File: config.mk
export PLATFORM = sky130hd
export DESIGN_NAME = uart_commanded_motor_pwm_control_core
export DESIGN_NICKNAME = d
export VERILOG_FILES = /design/src/design/ucmpc_pkg.sv /design/src/design/ucmpc_ctrl.sv /design/src/design/ucmpc_reload.sv /design/src/design/uart_commanded_motor_pwm_control_core.sv
export VERILOG_INCLUDE_DIRS = /design/src /design/src/design
export SDC_FILE = /design/constraint.sdc
export NUM_CORES = 1
export LEC_CHECK = 0
export BUFFER_PORTS_ARGS = -buffer_cell sky130_fd_sc_hd__buf_2
export CAP_MARGIN = 20
export CORE_ASPECT_RATIO = 1.4
export CORE_UTILIZATION = 55
export DETAILED_ROUTE_END_ITERATION = 10
export PLACE_DENSITY = 0.72
export SLEW_MARGIN = 20
export SYNTH_ARGS = -nofsm -noshare
export SYNTH_HDL_FRONTEND = slang
export SYNTH_HIERARCHICAL = 1
export SYNTH_SLANG_ARGS = --single-unit
export TNS_END_PERCENT = 10
File: constraint.sdc
create_clock -name clock -period 7.9 [get_ports clock]
set_input_delay 0.395 -clock clock [delete_from_list [all_inputs] [get_ports clock]]
set_output_delay 0.395 -clock clock [all_outputs]
set_load 0.01 [all_outputs]
File: src/design/uart_commanded_motor_pwm_control_core_defines.svh
// Assertion macros shared by the motor controller core.
`ifndef UART_COMMANDED_MOTOR_PWM_CONTROL_CORE_DEFINES_SVH
`define UART_COMMANDED_MOTOR_PWM_CONTROL_CORE_DEFINES_SVH

// Checks a property on every clock edge outside reset.
`define UCMPC_ASSERT(name, clk, rst, prop, msg) \
   name: assert property (@(posedge clk) disable iff (rst) (prop)) else $error(msg);

// Checks that a condition is followed in the next cycle by a consequence.
`define UCMPC_ASSERT_NEXT(name, clk, rst, cond, conseq, msg) \
   name: assert property (@(posedge clk) disable iff (rst) (cond) |=> (conseq)) else $error(msg);

`endif

File: src/design/ucmpc_pkg.sv
// Types and constants of the motor controller core.
package ucmpc_pkg;

   localparam int ADC_BITS    = 12;
   localparam int PERIOD_BITS = 24;
   localparam int DUTY_BITS   = 7;
   localparam int PROD_BITS   = PERIOD_BITS + DUTY_BITS;

   localparam logic [1:0] CMD_CHAR   = 2'd0;
   localparam logic [1:0] CMD_SAMPLE = 2'd1;
   localparam logic [1:0] CMD_EXPIRY = 2'd2;
   localparam logic [1:0] CMD_BUTTON = 2'd3;

   localparam logic [2:0] MODE_DIRSEL      = 3'd0;
   localparam logic [2:0] MODE_MODESEL_CCW = 3'd1;
   localparam logic [2:0] MODE_MODESEL_CW  = 3'd2;
   localparam logic [2:0] MODE_TERM_CCW    = 3'd3;
   localparam logic [2:0] MODE_TERM_CW     = 3'd4;
   localparam logic [2:0] MODE_POT_CW      = 3'd5;
   localparam logic [2:0] MODE_POT_CCW     = 3'd6;

   localparam logic [1:0] DIR_NONE = 2'd0;
   localparam logic [1:0] DIR_CCW  = 2'd1;
   localparam logic [1:0] DIR_CW   = 2'd2;

   localparam logic [7:0] CHAR_A    = 8'h61;
   localparam logic [7:0] CHAR_H    = 8'h68;
   localparam logic [7:0] CHAR_ZERO = 8'h30;
   localparam logic [7:0] CHAR_SIX  = 8'h36;

   localparam logic [DUTY_BITS-1:0]   DUTY_FULL    = 7'd100;
   localparam logic [DUTY_BITS-1:0]   DUTY_RESET   = 7'd1;
   localparam logic [PERIOD_BITS-1:0] PERIOD_RESET = 24'd79999;

   // Division by 100 is a shift by two and an exact reciprocal multiply by 25.
   localparam int          RECIP_BITS  = 30;
   localparam logic [29:0] RECIP_25    = 30'd687194768;
   localparam int          RECIP_SHIFT = 34;

   typedef struct packed {
      logic [1:0]          command;
      logic [7:0]          char_code;
      logic [ADC_BITS-1:0] pot_sample;
   } req_type;

   typedef struct packed {
      logic [2:0]             mode;
      logic [1:0]             direction;
      logic [DUTY_BITS-1:0]   duty_percent;
      logic                   speed_report;
      logic [PERIOD_BITS-1:0] reload_value;
      logic                   reload_valid;
      logic                   pwm_level;
   } rsp_type;

   typedef struct packed {
      logic [2:0]           mode;
      logic [1:0]           direction;
      logic [DUTY_BITS-1:0] duty_percent;
      logic                 speed_report;
      logic                 reload_valid;
      logic                 pwm_level;
      logic [PROD_BITS-1:0] product;
   } stage_type;

endpackage

File: src/design/ucmpc_ctrl.sv
// Mode machine, duty and PWM phase state, and the first pipeline stage.
module ucmpc_ctrl (
   input  logic                                clock,
   input  logic                                reset,
   input  logic                                req_valid,
   output logic                                req_ready,
   input  ucmpc_pkg::req_type                  req_data,
   input  logic                                csr_valid,
   output logic                                csr_ready,
   input  logic [ucmpc_pkg::PERIOD_BITS-1:0]   csr_data,
   output logic                                stage_valid,
   output ucmpc_pkg::stage_type                stage_data,
   input  logic                                stage_take
);
   import ucmpc_pkg::*;

   logic [PERIOD_BITS-1:0] period_ff;
   logic [2:0]             mode_ff, mode_in;
   logic [1:0]             dir_ff, dir_in;
   logic [DUTY_BITS-1:0]   duty_ff, duty_in;
   logic                   phase_ff, phase_in;
   logic                   pin_ff, pin_in;
   logic                   running_ff, running_in;
   logic                   stage_valid_ff;
   stage_type              stage_ff, stage_in;

   logic                   accept;
   logic                   is_a, is_h, is_digit, mode_change, report;
   logic [2:0]             mode_next;
   logic [7:0]             digit;
   logic [ADC_BITS+6:0]    pot_prod;
   logic [DUTY_BITS-1:0]   pot_duty, part;
   logic [PROD_BITS-1:0]   product;

   function automatic logic [1:0] dir_of(input logic [2:0] m);
      logic [1:0] d;
      if (m == MODE_MODESEL_CCW || m == MODE_TERM_CCW || m == MODE_POT_CCW) begin
         d = DIR_CCW;
      end else begin
         d = DIR_CW;
      end
      return d;
   endfunction

   function automatic logic [DUTY_BITS-1:0] digit_duty(input logic [2:0] d);
      logic [DUTY_BITS-1:0] r;
      case (d)
         3'd1: r = 7'd50;
         3'd2: r = 7'd60;
         3'd3: r = 7'd70;
         3'd4: r = 7'd80;
         3'd5: r = 7'd90;
         3'd6: r = 7'd100;
         default: r = 7'd0;
      endcase
      return r;
   endfunction

   assign req_ready   = !stage_valid_ff || stage_take;
   assign accept      = req_valid && req_ready;
   assign csr_ready   = 1'b1;
   assign stage_valid = stage_valid_ff;
   assign stage_data  = stage_ff;

   assign is_a     = (req_data.char_code == CHAR_A);
   assign is_h     = (req_data.char_code == CHAR_H);
   assign is_digit = (req_data.char_code >= CHAR_ZERO) && (req_data.char_code <= CHAR_SIX);
   assign digit    = req_data.char_code - CHAR_ZERO;

   assign pot_prod = (ADC_BITS+7)'(req_data.pot_sample) * (ADC_BITS+7)'(DUTY_FULL);
   assign pot_duty = (pot_prod[ADC_BITS+6:ADC_BITS] > DUTY_FULL) ? DUTY_FULL
                                                                  : pot_prod[ADC_BITS+6:ADC_BITS];
   assign part     = phase_ff ? (DUTY_FULL - duty_ff) : duty_ff;
   assign product  = PROD_BITS'(period_ff) * PROD_BITS'(part);

   always_comb begin
      mode_change = 1'b0;
      mode_next   = mode_ff;
      report      = 1'b0;
      duty_in     = duty_ff;
      phase_in    = phase_ff;
      pin_in      = pin_ff;
      running_in  = running_ff;
      stage_in    = '0;
      unique case (req_data.command)
         CMD_CHAR: begin
            unique case (mode_ff) inside
               MODE_DIRSEL: begin
                  if (is_a) begin
                     mode_change = 1'b1;
                     mode_next   = MODE_MODESEL_CCW;
                  end else if (is_h) begin
                     mode_change = 1'b1;
                     mode_next   = MODE_MODESEL_CW;
                  end
               end
               MODE_MODESEL_CCW: begin
                  if (is_a) begin
                     mode_change = 1'b1;
                     mode_next   = MODE_TERM_CCW;
                  end else if (is_h) begin
                     mode_change = 1'b1;
                     mode_next   = MODE_POT_CCW;
                  end
               end
               MODE_MODESEL_CW: begin
                  if (is_a) begin
                     mode_change = 1'b1;
                     mode_next   = MODE_TERM_CW;
                  end else if (is_h) begin
                     mode_change = 1'b1;
                     mode_next   = MODE_POT_CW;
                  end
               end
               MODE_TERM_CCW, MODE_TERM_CW: begin
                  if (mode_ff == MODE_TERM_CCW && is_h) begin
                     mode_change = 1'b1;
                     mode_next   = MODE_TERM_CW;
                  end else if (mode_ff == MODE_TERM_CW && is_a) begin
                     mode_change = 1'b1;
                     mode_next   = MODE_TERM_CCW;
                  end else if (is_digit) begin
                     duty_in = digit_duty(digit[2:0]);
                     report  = 1'b1;
                  end
               end
               MODE_POT_CW: begin
                  if (is_a) begin
                     mode_change = 1'b1;
                     mode_next   = MODE_POT_CCW;
                  end
               end
               MODE_POT_CCW: begin
                  if (is_h) begin
                     mode_change = 1'b1;
                     mode_next   = MODE_POT_CW;
                  end
               end
               default: begin
               end
            endcase
         end
         CMD_SAMPLE: begin
            if (mode_ff == MODE_POT_CW || mode_ff == MODE_POT_CCW) begin
               duty_in = pot_duty;
               report  = 1'b1;
            end
         end
         CMD_EXPIRY: begin
            phase_in              = !phase_ff;
            pin_in                = !pin_ff;
            running_in            = 1'b1;
            stage_in.reload_valid = 1'b1;
            stage_in.product      = product;
         end
         CMD_BUTTON: begin
            running_in = !running_ff;
         end
         default: begin
         end
      endcase
      mode_in = mode_next;
      dir_in  = mode_change ? dir_of(mode_next) : dir_ff;
      stage_in.mode         = mode_in;
      stage_in.direction    = dir_in;
      stage_in.duty_percent = duty_in;
      stage_in.speed_report = report;
      stage_in.pwm_level    = pin_in;
   end

   always_ff @(posedge clock) begin
      if (reset) begin
         period_ff      <= PERIOD_RESET;
         mode_ff        <= MODE_DIRSEL;
         dir_ff         <= DIR_NONE;
         duty_ff        <= DUTY_RESET;
         phase_ff       <= 1'b0;
         pin_ff         <= 1'b0;
         running_ff     <= 1'b1;
         stage_valid_ff <= 1'b0;
      end else begin
         if (csr_valid && csr_ready) begin
            period_ff <= csr_data;
         end
         if (accept) begin
            mode_ff        <= mode_in;
            dir_ff         <= dir_in;
            duty_ff        <= duty_in;
            phase_ff       <= phase_in;
            pin_ff         <= pin_in;
            running_ff     <= running_in;
            stage_valid_ff <= 1'b1;
         end else if (stage_take) begin
            stage_valid_ff <= 1'b0;
         end
      end
   end

   always_ff @(posedge clock) begin
      if (accept) begin
         stage_ff <= stage_in;
      end
   end

endmodule

File: src/design/ucmpc_reload.sv
// Divides the reload product by 100 and holds the result word.
module ucmpc_reload (
   input  logic                  clock,
   input  logic                  reset,
   input  logic                  stage_valid,
   input  ucmpc_pkg::stage_type  stage_data,
   output logic                  stage_take,
   output logic                  rsp_valid,
   input  logic                  rsp_ready,
   output ucmpc_pkg::rsp_type    rsp_data
);
   import ucmpc_pkg::*;

   localparam int QUARTER_BITS = PROD_BITS - 2;
   localparam int WIDE_BITS    = QUARTER_BITS + RECIP_BITS;

   logic                    rsp_valid_ff;
   rsp_type                 rsp_ff, rsp_in;
   logic [QUARTER_BITS-1:0] quarter;
   logic [WIDE_BITS-1:0]    wide;

   assign quarter = stage_data.product[PROD_BITS-1:2];
   assign wide    = WIDE_BITS'(quarter) * WIDE_BITS'(RECIP_25);

   always_comb begin
      rsp_in.mode         = stage_data.mode;
      rsp_in.direction    = stage_data.direction;
      rsp_in.duty_percent = stage_data.duty_percent;
      rsp_in.speed_report = stage_data.speed_report;
      rsp_in.reload_value = wide[RECIP_SHIFT+PERIOD_BITS-1:RECIP_SHIFT];
      rsp_in.reload_valid = stage_data.reload_valid;
      rsp_in.pwm_level    = stage_data.pwm_level;
   end

   assign stage_take = !rsp_valid_ff || rsp_ready;
   assign rsp_valid  = rsp_valid_ff;
   assign rsp_data   = rsp_ff;

   always_ff @(posedge clock) begin
      if (reset) begin
         rsp_valid_ff <= 1'b0;
      end else if (stage_take) begin
         rsp_valid_ff <= stage_valid;
      end
   end

   always_ff @(posedge clock) begin
      if (stage_take && stage_valid) begin
         rsp_ff <= rsp_in;
      end
   end

endmodule

File: src/design/uart_commanded_motor_pwm_control_core.sv
// An accepted word is registered in stage one, then in the output register of stage two.
// Throughput: one word per cycle while rsp_ready holds; stage one multiplies period
// by duty or 100 minus duty; stage two divides by 100 with a reciprocal multiply.
// Reset is synchronous: mode direction select, no direction, duty 1 percent,
// PWM pin low, high phase cleared, timer running, period 79999, pipeline empty.
`include "uart_commanded_motor_pwm_control_core_defines.svh"

module uart_commanded_motor_pwm_control_core (
   input  logic                                clock,
   input  logic                                reset,
   input  logic                                req_valid,
   output logic                                req_ready,
   input  ucmpc_pkg::req_type                  req_data,
   output logic                                rsp_valid,
   input  logic                                rsp_ready,
   output ucmpc_pkg::rsp_type                  rsp_data,
   input  logic                                csr_valid,
   output logic                                csr_ready,
   input  logic [ucmpc_pkg::PERIOD_BITS-1:0]   csr_data
);
   import ucmpc_pkg::*;

   logic      stage_valid;
   logic      stage_take;
   stage_type stage_data;

   ucmpc_ctrl u_ctrl (
      .clock       (clock),
      .reset       (reset),
      .req_valid   (req_valid),
      .req_ready   (req_ready),
      .req_data    (req_data),
      .csr_valid   (csr_valid),
      .csr_ready   (csr_ready),
      .csr_data    (csr_data),
      .stage_valid (stage_valid),
      .stage_data  (stage_data),
      .stage_take  (stage_take)
   );

   ucmpc_reload u_reload (
      .clock       (clock),
      .reset       (reset),
      .stage_valid (stage_valid),
      .stage_data  (stage_data),
      .stage_take  (stage_take),
      .rsp_valid   (rsp_valid),
      .rsp_ready   (rsp_ready),
      .rsp_data    (rsp_data)
   );

   `UCMPC_ASSERT(a_reload_zero, clock, reset,
      (rsp_valid && !rsp_data.reload_valid) |-> (rsp_data.reload_value == '0),
      "Reload value is nonzero on a word that is not a timer expiry.")
   `UCMPC_ASSERT(a_duty_range, clock, reset,
      rsp_valid |-> (rsp_data.duty_percent <= DUTY_FULL),
      "Duty exceeds 100 percent.")
   `UCMPC_ASSERT(a_dir_mode, clock, reset,
      rsp_valid |-> ((rsp_data.mode == MODE_DIRSEL) == (rsp_data.direction == DIR_NONE)),
      "Direction does not match the mode.")
   `UCMPC_ASSERT_NEXT(a_stage_fill, clock, reset, req_valid && req_ready, stage_valid,
      "An accepted word did not reach the first stage.")

endmodule

# ---- Word level (Yosys, flattened, before mapping)
# Index checks and enable logic that the tools add are counted.
# W data, S select, Z words.
dict set report word_totals {
  register_bits 125
  latchBits 0
  mem_bits_rw 0
  rom_bits 0
  inputBits 51
  out_inout_bits 42
  elab_cells 108
  n_memories 0
}
dict set report classes {
  add_sub_neg 2
  n_mul 3
  div_mod_pow 0
  order_cmp 3
  eq_ne 19
  shift 0
  mux 39
  n_bitwise 0
  reduce_logical 20
}
# operator count
set ops {}
lappend ops {{$mul A29 B26 Y54 const B} 1}
lappend ops {{$mux W7} 7}
lappend ops {{$pmux W7 S6} 1}
lappend ops {{$mul A24 B7 Y31} 1}
lappend ops {{$mux W3} 10}
lappend ops {{$eq A3 B3 Y1 const B} 7}
lappend ops {{$pmux W3 S6} 1}
lappend ops {{$mul A12 B5 Y17 const B} 1}
lappend ops {{$eq A8 B7 Y1 const B} 2}
lappend ops {{$eq A3 B2 Y1 const B} 5}
lappend ops {{$mux W1} 15}
lappend ops {{$pmux W7 S2} 1}
lappend ops {{$eq A3 B1 Y1 const B} 3}
lappend ops {{$ge A8 B6 Y1 const B} 1}
lappend ops {{$le A8 B6 Y1 const B} 1}
lappend ops {{$gt A7 B7 Y1 const B} 1}
lappend ops {{$sub A7 B7 Y7 const A} 1}
lappend ops {{$logic_and A1 B1 Y1} 5}
lappend ops {{$logic_or A1 B1 Y1} 5}
lappend ops {{$logic_not A1 Y1} 4}
lappend ops {{$mux W2} 2}
lappend ops {{$pmux W1 S4} 1}
lappend ops {{$logic_not A3 Y1} 1}
lappend ops {{$reduce_or A3 Y1} 1}
lappend ops {{other kinds (8)} 8}

# ---- Longest topological paths before layout
# Gate-level depths: netlist (run 1).
dict set report depth {
  depth_word 11
  mapped_depth 27
  mapped_depth_nobuf 24
}

# ---- Hierarchy
# Netlist (run 1), hierarchy kept.
# mod n_inst cells_each area_each_um2 seq_area_each_um2
set modules_own_cells {}
lappend modules_own_cells {ucmpc_reload 1 1262 13634.3 1191.1}
lappend modules_own_cells {ucmpc_ctrl 1 1062 9869.5 2162.1}

# ---- Least setup slack after synthesis (run 1)
# Ideal clock, no wire load.
dict set report synth_path {
  kind {register to register}
  from {reg u_ctrl.stage_ff (netlist bit u_ctrl/stage_data[17])}
  to {reg u_reload.rsp_ff (netlist bit u_reload/rsp_data[15]) (data pin)}
  t_arrival_ns 5.968
  t_required_ns 7.632
  path_slack_ns 1.663
  path_stages_with_launch 20
  synth_period_minus_slack_ns 6.237
  path_cell_list {edfxtp_1 -> ha_1 -> fa_1 -> fa_1 -> fa_1 -> fa_1 -> fa_1 -> inv_1 -> fa_1 -> inv_1 -> ha_1 -> a21o_1 -> a31o_1 -> nor4_2 -> o21ai_2 -> a311oi_4 -> o21ai_2 -> a31oi_4 -> o221a_2 -> a2111oi_2}
}
dict set report synth_between {
  elab_chain_cells 1
}
# element line
set synth_lines {}
lappend synth_lines {{from (decl)} ucmpc_ctrl.sv:25} ;# stage_type stage_ff, stage_in;
lappend synth_lines {{from (signal assigned)} ucmpc_ctrl.sv:201} ;# stage_ff <= stage_in;
lappend synth_lines {{$mul A29 B26 Y54} ucmpc_reload.sv:23} ;# assign wide = WIDE_BITS'(quarter) * WIDE_BITS'(RECIP_25);
lappend synth_lines {{named net u_reload.wide[47]} ucmpc_reload.sv:20} ;# logic [WIDE_BITS-1:0] wide;
lappend synth_lines {{to (signal assigned)} ucmpc_reload.sv:49} ;# rsp_ff <= rsp_in;
lappend synth_lines {{to (decl)} ucmpc_reload.sv:18} ;# rsp_type rsp_ff, rsp_in;
# The timed path passes the listed nets, and every way through them passes these cells.
# A chain may end at the register's enable or synchronous reset.

# ---- Worst setup path in the final report (run 1)
dict set report layout_path {
  from {reg u_ctrl.stage_ff (netlist bit u_ctrl/stage_data[16])}
  to {reg u_reload.rsp_ff (netlist bit u_reload/rsp_data[25]) (data pin)}
}
# The elaborated chain is that of the path after synthesis.

==> results of run 1 <==
-- worst max-delay path, stage by stage (launching register included) --
cell and delay [ns]:
sky130_fd_sc_hd__edfxtp_1 0.64, sky130_fd_sc_hd__ha_1 0.61, sky130_fd_sc_hd__fa_1 0.50, sky130_fd_sc_hd__fa_1 0.50, sky130_fd_sc_hd__fa_1 0.61, sky130_fd_sc_hd__fa_1 0.45
sky130_fd_sc_hd__fa_1 0.49, sky130_fd_sc_hd__inv_1 0.05, sky130_fd_sc_hd__fa_1 0.48, sky130_fd_sc_hd__inv_1 0.05, sky130_fd_sc_hd__ha_1 0.36, sky130_fd_sc_hd__nand4_1 0.18
sky130_fd_sc_hd__nor2_1 0.27, sky130_fd_sc_hd__nand4_1 0.14, sky130_fd_sc_hd__nor4_1 0.19, sky130_fd_sc_hd__nor2_1 0.12, sky130_fd_sc_hd__o21ai_1 0.33, sky130_fd_sc_hd__a41oi_1 0.20
sky130_fd_sc_hd__mux2i_1 0.16, sky130_fd_sc_hd__a2111o_1 0.39
-- metrics by stage --
stage               setup WS, ns  cells  hold slack [ns]  instance area [sq um]  utilization (%)
finish                    0.9572   2954           0.1654                  24980            59.35
global route              0.6502   2954           0.1552                  24980            59.35
CTS                       0.9942   2954           0.1386                  24980            59.34
detailed placement         1.004   2922           0.4045                  24430            58.03
global placement           1.058   2922           0.4023                  24430            58.03
floorplan                  1.663   2320           0.4003                  23430                -
-- final timing paths --
check                     endpoint                  start
max reg2reg  u_reload/rsp_data[25]  u_ctrl/stage_data[16]
min            u_ctrl/period_ff[0]            csr_data[0]
max          u_reload/rsp_data[25]  u_ctrl/stage_data[16]
min reg2reg   u_reload/rsp_data[0]  u_ctrl/stage_data[31]
-- cell usage in the layout, fill, tap and decap left out, types with 18 or more instances in the layout --
cell	n
sky130_fd_sc_hd__a21o_1	32
sky130_fd_sc_hd__a21oi_1	75
sky130_fd_sc_hd__and2_1	124
sky130_fd_sc_hd__buf_2	91
sky130_fd_sc_hd__dfxtp_1	40
sky130_fd_sc_hd__edfxtp_1	83
sky130_fd_sc_hd__fa_1	383
sky130_fd_sc_hd__ha_1	402
sky130_fd_sc_hd__inv_1	542
sky130_fd_sc_hd__mux2i_1	27
sky130_fd_sc_hd__nand2_1	138
sky130_fd_sc_hd__nand3_1	18
sky130_fd_sc_hd__nor2_1	83
sky130_fd_sc_hd__o21ai_0	32
sky130_fd_sc_hd__xnor2_1	41
sky130_fd_sc_hd__xor2_1	28
-- layer usage --
metal  wire length (um)  vias up  part of all wire, %  track usage [%]
met1              21770     8135                   39            32.01
met3               2045      116                  3.7            3.071
met2              29530      352                   53            49.75
met5                  0        -                    0                0
met4               2393        0                  4.3            12.40
li1                   -     7567                    -                -
-- sequential cells by signal (all words and copies together), names as in the netlist --
signal              count
u_ctrl/pin_ff           1
u_ctrl/duty_ff          7
u_ctrl/stage_data      44
u_ctrl/mode_ff          3
u_ctrl/phase_ff         1
u_ctrl/stage_valid      1
u_reload/rsp_data      39
u_reload/rsp_valid      1
u_ctrl/period_ff       24
u_ctrl/dir_ff           2
-- cell type report --
type                    instances  area share (%)
well taps                     546           2.735
clock buffers                  17           1.703
clock inverters                15          0.5009
multi-input cells            1612           71.68
inverters                     543           8.164
flip-flops and latches        123           13.18
repair buffers                 98           2.034
==> impl_results.rst, run 1 <==
.. list-table::
   :header-rows: 1

   * - Metric
     - Value
   * - Status
     - finished, final reports clean
   * - Slew at the pin closest to its max-slew limit
     - approximately 1.1 ns
   * - Reg-to-reg setup timing slack
     - between 0.9 and 1 ns
   * - Rows
     - 89
   * - TritonCTS clock tree
     - built
   * - Setup CP Type
     - flip-flop to flip-flop
   * - Clock latency reported for the late side of the worst-skew pair
     - between 0.4 and 0.5 ns
   * - WL/cell
     - 18.87 um
   * - Clock transition at the registers of the reported paths
     - about 0.08 ns
   * - Global-route wire length before repair
     - 90,960 um
   * - Io pins
     - 93
   * - Final routed wirelength across all metal layers
     - approximately 56,000 um
   * - Hpwl dp
     - ~48,000 um
   * - Number of maximum-capacitance violations
     - 0
   * - Floorplan die height
     - approximately 250 um
   * - Htree depth
     - 4
   * - Final period utilization
     - between 80 and 90%
   * - Area growth from synthesis to layout
     - 6.611%
   * - Antenna Cells
     - 0
   * - Number of buffers inserted during clock tree synthesis
     - 17
   * - Synth Instances
     - 2,320
   * - Initial DRC count
     - around 660
   * - DIE AREA
     - 43,440 sq um
   * - Fill cell total of the finished layout
     - ~3,600
   * - Final #Nets
     - 3,231
   * - CTS sink count
     - about 120
   * - Vias in the first global route
     - about 18,000
   * - Count of buffers inserted at the top-level ports
     - 91
   * - Count of synthesis-stage warnings from yosys
     - 6
   * - Effective utilization at floorplan
     - between 50 and 60%
   * - Total grt overflow
     - 0
   * - Count of instances resized after the clock tree is built
     - 0
   * - Area of combinational cells with multiple inputs
     - between 15,000 and 20,000 sq um
   * - Highest fanout seen on the critical path
     - 9
   * - Buffer count from post-CTS setup fixing
     - 0
   * - Clock tree root driver cell
     - sky130_fd_sc_hd__clkbuf_16
   * - Post-CTS Hold Buffers
     - 0
   * - Seq. cell area
     - roughly 3300 sq um
   * - Final Max Tran Viols
     - 0
   * - Type of element launching the critical path
     - flip-flop
   * - Tightest slew margin relative to the limit
     - 28.57%
   * - Residual DRC
     - 0
   * - Critical Path Sink Type
     - flip-flop
   * - Worst reg2reg path depth
     - 19
   * - Share of post-route cells with drive strength above 1
     - 7.932%
   * - Required time at the worst-slack endpoint
     - between 8 and 9 ns
   * - Final antenna-violating net count
     - 0
   * - Drt pass-1 iters
     - 5
   * - Setup repair after global routing missed its margin
     - false
   * - Final critical-path required period
     - just under 7 ns
   * - Avg Synthesized Cell Area
     - between 10 and 15 sq um
   * - Hold violation total from the final report
     - 0
   * - Synthesized area
     - ~23,000 sq um
   * - Setup total negative slack
     - 0 ns
   * - Floorplan die width
     - around 180 um
   * - Core box area
     - about 42,000 sq um
   * - Maximum clock path buffer count
     - 2
   * - Largest net degree at the start of global routing
     - 58
   * - Syn_nets
     - 3,156
   * - Via count
     - 16,170
   * - Post-detailed-route via-to-cell ratio
     - around 5.5
   * - Placer's final routability congestion estimate
     - around 1
   * - Total track usage
     - between 20 and 30%
   * - Setup violations, final
     - 0
   * - Cells on Worst Hold Path
     - 3
   * - Skew final
     - about 0.030 ns
   * - HP Class
     - input port to flip-flop
   * - Arr. time, crit path
     - ~7.2 ns
   * - Antenna violations before repair
     - 0
   * - Peak clock frequency supported by timing
     - 144.0 MHz
Power of run 1 is left out: the tool's default activity adds up to more than one toggle a clock period on the data nets, which glitch-free logic cannot reach.
==> run 2: changes to the inputs <==
--- a/config.mk
+++ b/config.mk
@@ -12,6 +12,7 @@
 export CORE_UTILIZATION = 55
 export DETAILED_ROUTE_END_ITERATION = 10
 export PLACE_DENSITY = 0.72
+export RECOVER_POWER = 25
 export SLEW_MARGIN = 20
 export SYNTH_ARGS = -nofsm -noshare
 export SYNTH_HDL_FRONTEND = slang
==> run 2 against run 1 <==
Global-route usage unchanged; clock skew up 0.0014 ns; final area shrank 0.12%; non-clock buffer count did not move; die area did not move; worst hold slack is essentially flat; first-iteration DRC count shrank 0.61%; worst setup slack gained 0.016 ns; utilization down 0.068 points; highest routed layer unchanged.
==> impl_results.rst, run 2 (synthesized netlist as in run 1, its figures left out) <==
.. list-table::
   :header-rows: 1

   * - Metric
     - Value
   * - Peak clock frequency supported by timing
     - 144.4 MHz (was 144.0 MHz)
   * - Type of element launching the critical path
     - flip-flop (unchanged)
   * - Area growth from synthesis to layout
     - 6.488% (was 6.611%)
   * - TritonCTS clock tree
     - built (unchanged)
   * - Setup CP Type
     - flip-flop to flip-flop (unchanged)
   * - Slew at the pin closest to its max-slew limit
     - 1.394 ns (was 1.071 ns)
   * - Arr. time, crit path
     - 7.13 ns (was 7.15 ns)
   * - CTS sink count
     - 123 (unchanged)
   * - Hpwl dp
     - 47,580 um (unchanged)
   * - Required time at the worst-slack endpoint
     - 8.11 ns (about the same)
   * - Total grt overflow
     - 0 (unchanged)
   * - Tightest slew margin relative to the limit
     - 7.044% (was 28.57%)
   * - Most frequent cells in the layout
     - sky130_fd_sc_hd__inv_1 (542), sky130_fd_sc_hd__ha_1 (402), sky130_fd_sc_hd__fa_1 (383), sky130_fd_sc_hd__nand2_1 (138), sky130_fd_sc_hd__and2_1 (124) (unchanged)
   * - Total track usage
     - 27.33% (unchanged)
   * - Antenna violations before repair
     - 0 (unchanged)
   * - Effective utilization at floorplan
     - 55.67% (unchanged)
   * - Largest net degree at the start of global routing
     - 58 (unchanged)
   * - Count of buffers inserted at the top-level ports
     - 91 (unchanged)
   * - Commonest non-fill, non-tap cell in the layout
     - sky130_fd_sc_hd__inv_1 (unchanged)
   * - Count of instances resized after the clock tree is built
     - 0 (unchanged)
   * - Skew final
     - 0.03152 ns (was 0.03009 ns)
   * - Placer's final routability congestion estimate
     - 1.000 (unchanged)
   * - Final critical-path required period
     - 6.927 ns (was 6.943 ns)
   * - HP Class
     - input port to flip-flop (unchanged)
   * - Maximum clock path buffer count
     - 2 (unchanged)
   * - Number of buffers inserted during clock tree synthesis
     - 17 (unchanged)
   * - Hold violation total from the final report
     - 0 (unchanged)
   * - Share of post-route cells with drive strength above 1
     - 7.060% (was 7.932%)
   * - Final routed wirelength across all metal layers
     - 55,830 um (was 55,740 um)
   * - Post-detailed-route via-to-cell ratio
     - 5.491 (was 5.474)
   * - Hold path startpoint
     - csr_data[13] (was csr_data[0])
   * - Global-route wire length before repair
     - 90,960 um (unchanged)
   * - Setup repair after global routing missed its margin
     - false (unchanged)
   * - Status
     - finished, final reports clean (unchanged)
   * - Seq. cell area
     - 3293 sq um (unchanged)
   * - Floorplan die height
     - 246.2 um (unchanged)
   * - Clock transition at the registers of the reported paths
     - 0.08 ns (about the same)
   * - Floorplan die width
     - 176.4 um (unchanged)
   * - DIE AREA
     - 43,440 sq um (unchanged)
   * - Htree depth
     - 4 (unchanged)
   * - Fill cell total of the finished layout
     - 3,625 (was 3,615)
   * - Initial DRC count
     - 654 (was 658)
   * - Worst reg2reg path depth
     - 19 (unchanged)
   * - Post-Place Cells
     - 2,922 (unchanged)
   * - Clock latency reported for the late side of the worst-skew pair
     - 0.45 ns (about the same)
   * - Critical Path Sink Type
     - flip-flop (unchanged)
   * - Cells on Worst Hold Path
     - 3 (unchanged)
   * - Number of maximum-capacitance violations
     - 0 (unchanged)
   * - Final standard cell count with taps included and fillers excluded
     - 2,954 (unchanged)
   * - Worst hold endpoint
     - u_ctrl/period_ff[13] (was u_ctrl/period_ff[0])
   * - Drt pass-1 iters
     - 8 (was 5)
   * - Final antenna-violating net count
     - 0 (unchanged)
   * - Setup violations, final
     - 0 (unchanged)
   * - Rows
     - 89 (unchanged)
   * - Antenna Cells
     - 0 (unchanged)
   * - Setup total negative slack
     - 0 ns (unchanged)
   * - Final #Nets
     - 3,231 (unchanged)
   * - Final Max Tran Viols
     - 0 (unchanged)
   * - Area of combinational cells with multiple inputs
     - 17,910 sq um (unchanged)
   * - Highest fanout seen on the critical path
     - 9 (unchanged)
   * - Io pins
     - 93 (unchanged)
   * - Via count
     - 16,220 (was 16,170)
   * - Buffer count from post-CTS setup fixing
     - 0 (unchanged)
   * - Worst reg2reg startpoint
     - u_ctrl/stage_data[16] (unchanged)
   * - Reg-to-reg endpoint
     - u_reload/rsp_data[25] (unchanged)
   * - Final period utilization
     - 87.68% (was 87.88%)
   * - Vias in the first global route
     - 17,750 (unchanged)
   * - Core box area
     - 42,090 sq um (unchanged)
   * - Reg-to-reg setup timing slack
     - 0.97 ns (was 0.96 ns)
   * - Max reg flops
     - 44 (unchanged)
   * - Residual DRC
     - 0 (unchanged)
   * - WL/cell
     - 18.90 um (was 18.87 um)
   * - Post-CTS Hold Buffers
     - 0 (unchanged)
   * - Clock tree root driver cell
     - sky130_fd_sc_hd__clkbuf_16 (unchanged)
==> run 2: changes by cell type in the layout (fill, tap and decap cells not counted), sizes merged <==
cell / before / now
buf: 98 / 77
clkbuf: 17 / 38
==> run 2: layer usage <==
layer / part of all wire, % / global-route usage, %
met5: 0 / 0
met4: 4.2 / 12.40
met3: 3.6 / 3.071
met2: 53 / 49.75
met1: 39 / 32.01
==> run 2: worst max-delay path by stage <==
stage,start,endpoint,depth (start not counted)
floorplan,u_ctrl/stage_data[17],u_reload/rsp_data[15],19
global placement,u_ctrl/stage_data[16],u_reload/rsp_data[25],19
detailed placement,u_ctrl/stage_data[16],u_reload/rsp_data[25],19
CTS,u_ctrl/stage_data[16],u_reload/rsp_data[25],19
global route,u_ctrl/stage_data[16],u_reload/rsp_data[25],19
finish,u_ctrl/stage_data[16],u_reload/rsp_data[25],19
==> run 2: cell type report <==
| cell class | count | area share, % |
|---|---|---|
| clock buffer | 17 | 1.705 |
| clock inverter | 15 | 0.5015 |
| inverter | 543 | 8.174 |
| multi-input combinational | 1612 | 71.76 |
| sequential | 123 | 13.20 |
| tap | 546 | 2.738 |
| timing repair buffer | 98 | 1.921 |
==> run 2: through the flow <==
step	area [sq um]	setup WS [ns]	hold WS, ns	utilization (%)
finish	24950	0.9733	0.1657	59.28
global route	24950	0.6502	0.1552	59.28
CTS	24980	0.9942	0.1386	59.34
detailed placement	24430	1.004	0.4045	58.03
global placement	24430	1.058	0.4023	58.03
floorplan	23430	1.663	0.4003	-
==> run 2: critical path, cell delays in order, from the launching register on <==
cell                       delay, ns
sky130_fd_sc_hd__edfxtp_1       0.64
sky130_fd_sc_hd__ha_1           0.61
sky130_fd_sc_hd__fa_1           0.50
sky130_fd_sc_hd__fa_1           0.50
sky130_fd_sc_hd__fa_1           0.60
sky130_fd_sc_hd__fa_1           0.44
sky130_fd_sc_hd__fa_1           0.49
sky130_fd_sc_hd__inv_1          0.05
sky130_fd_sc_hd__fa_1           0.48
sky130_fd_sc_hd__inv_1          0.05
sky130_fd_sc_hd__ha_1           0.36
sky130_fd_sc_hd__nand4_1        0.18
sky130_fd_sc_hd__nor2_1         0.27
sky130_fd_sc_hd__nand4_1        0.14
sky130_fd_sc_hd__nor4_1         0.19
sky130_fd_sc_hd__nor2_1         0.12
sky130_fd_sc_hd__o21ai_1        0.33
sky130_fd_sc_hd__a41oi_1        0.20
sky130_fd_sc_hd__mux2i_1        0.16
sky130_fd_sc_hd__a2111o_1       0.39
Power of run 2 is left out for the same reason.
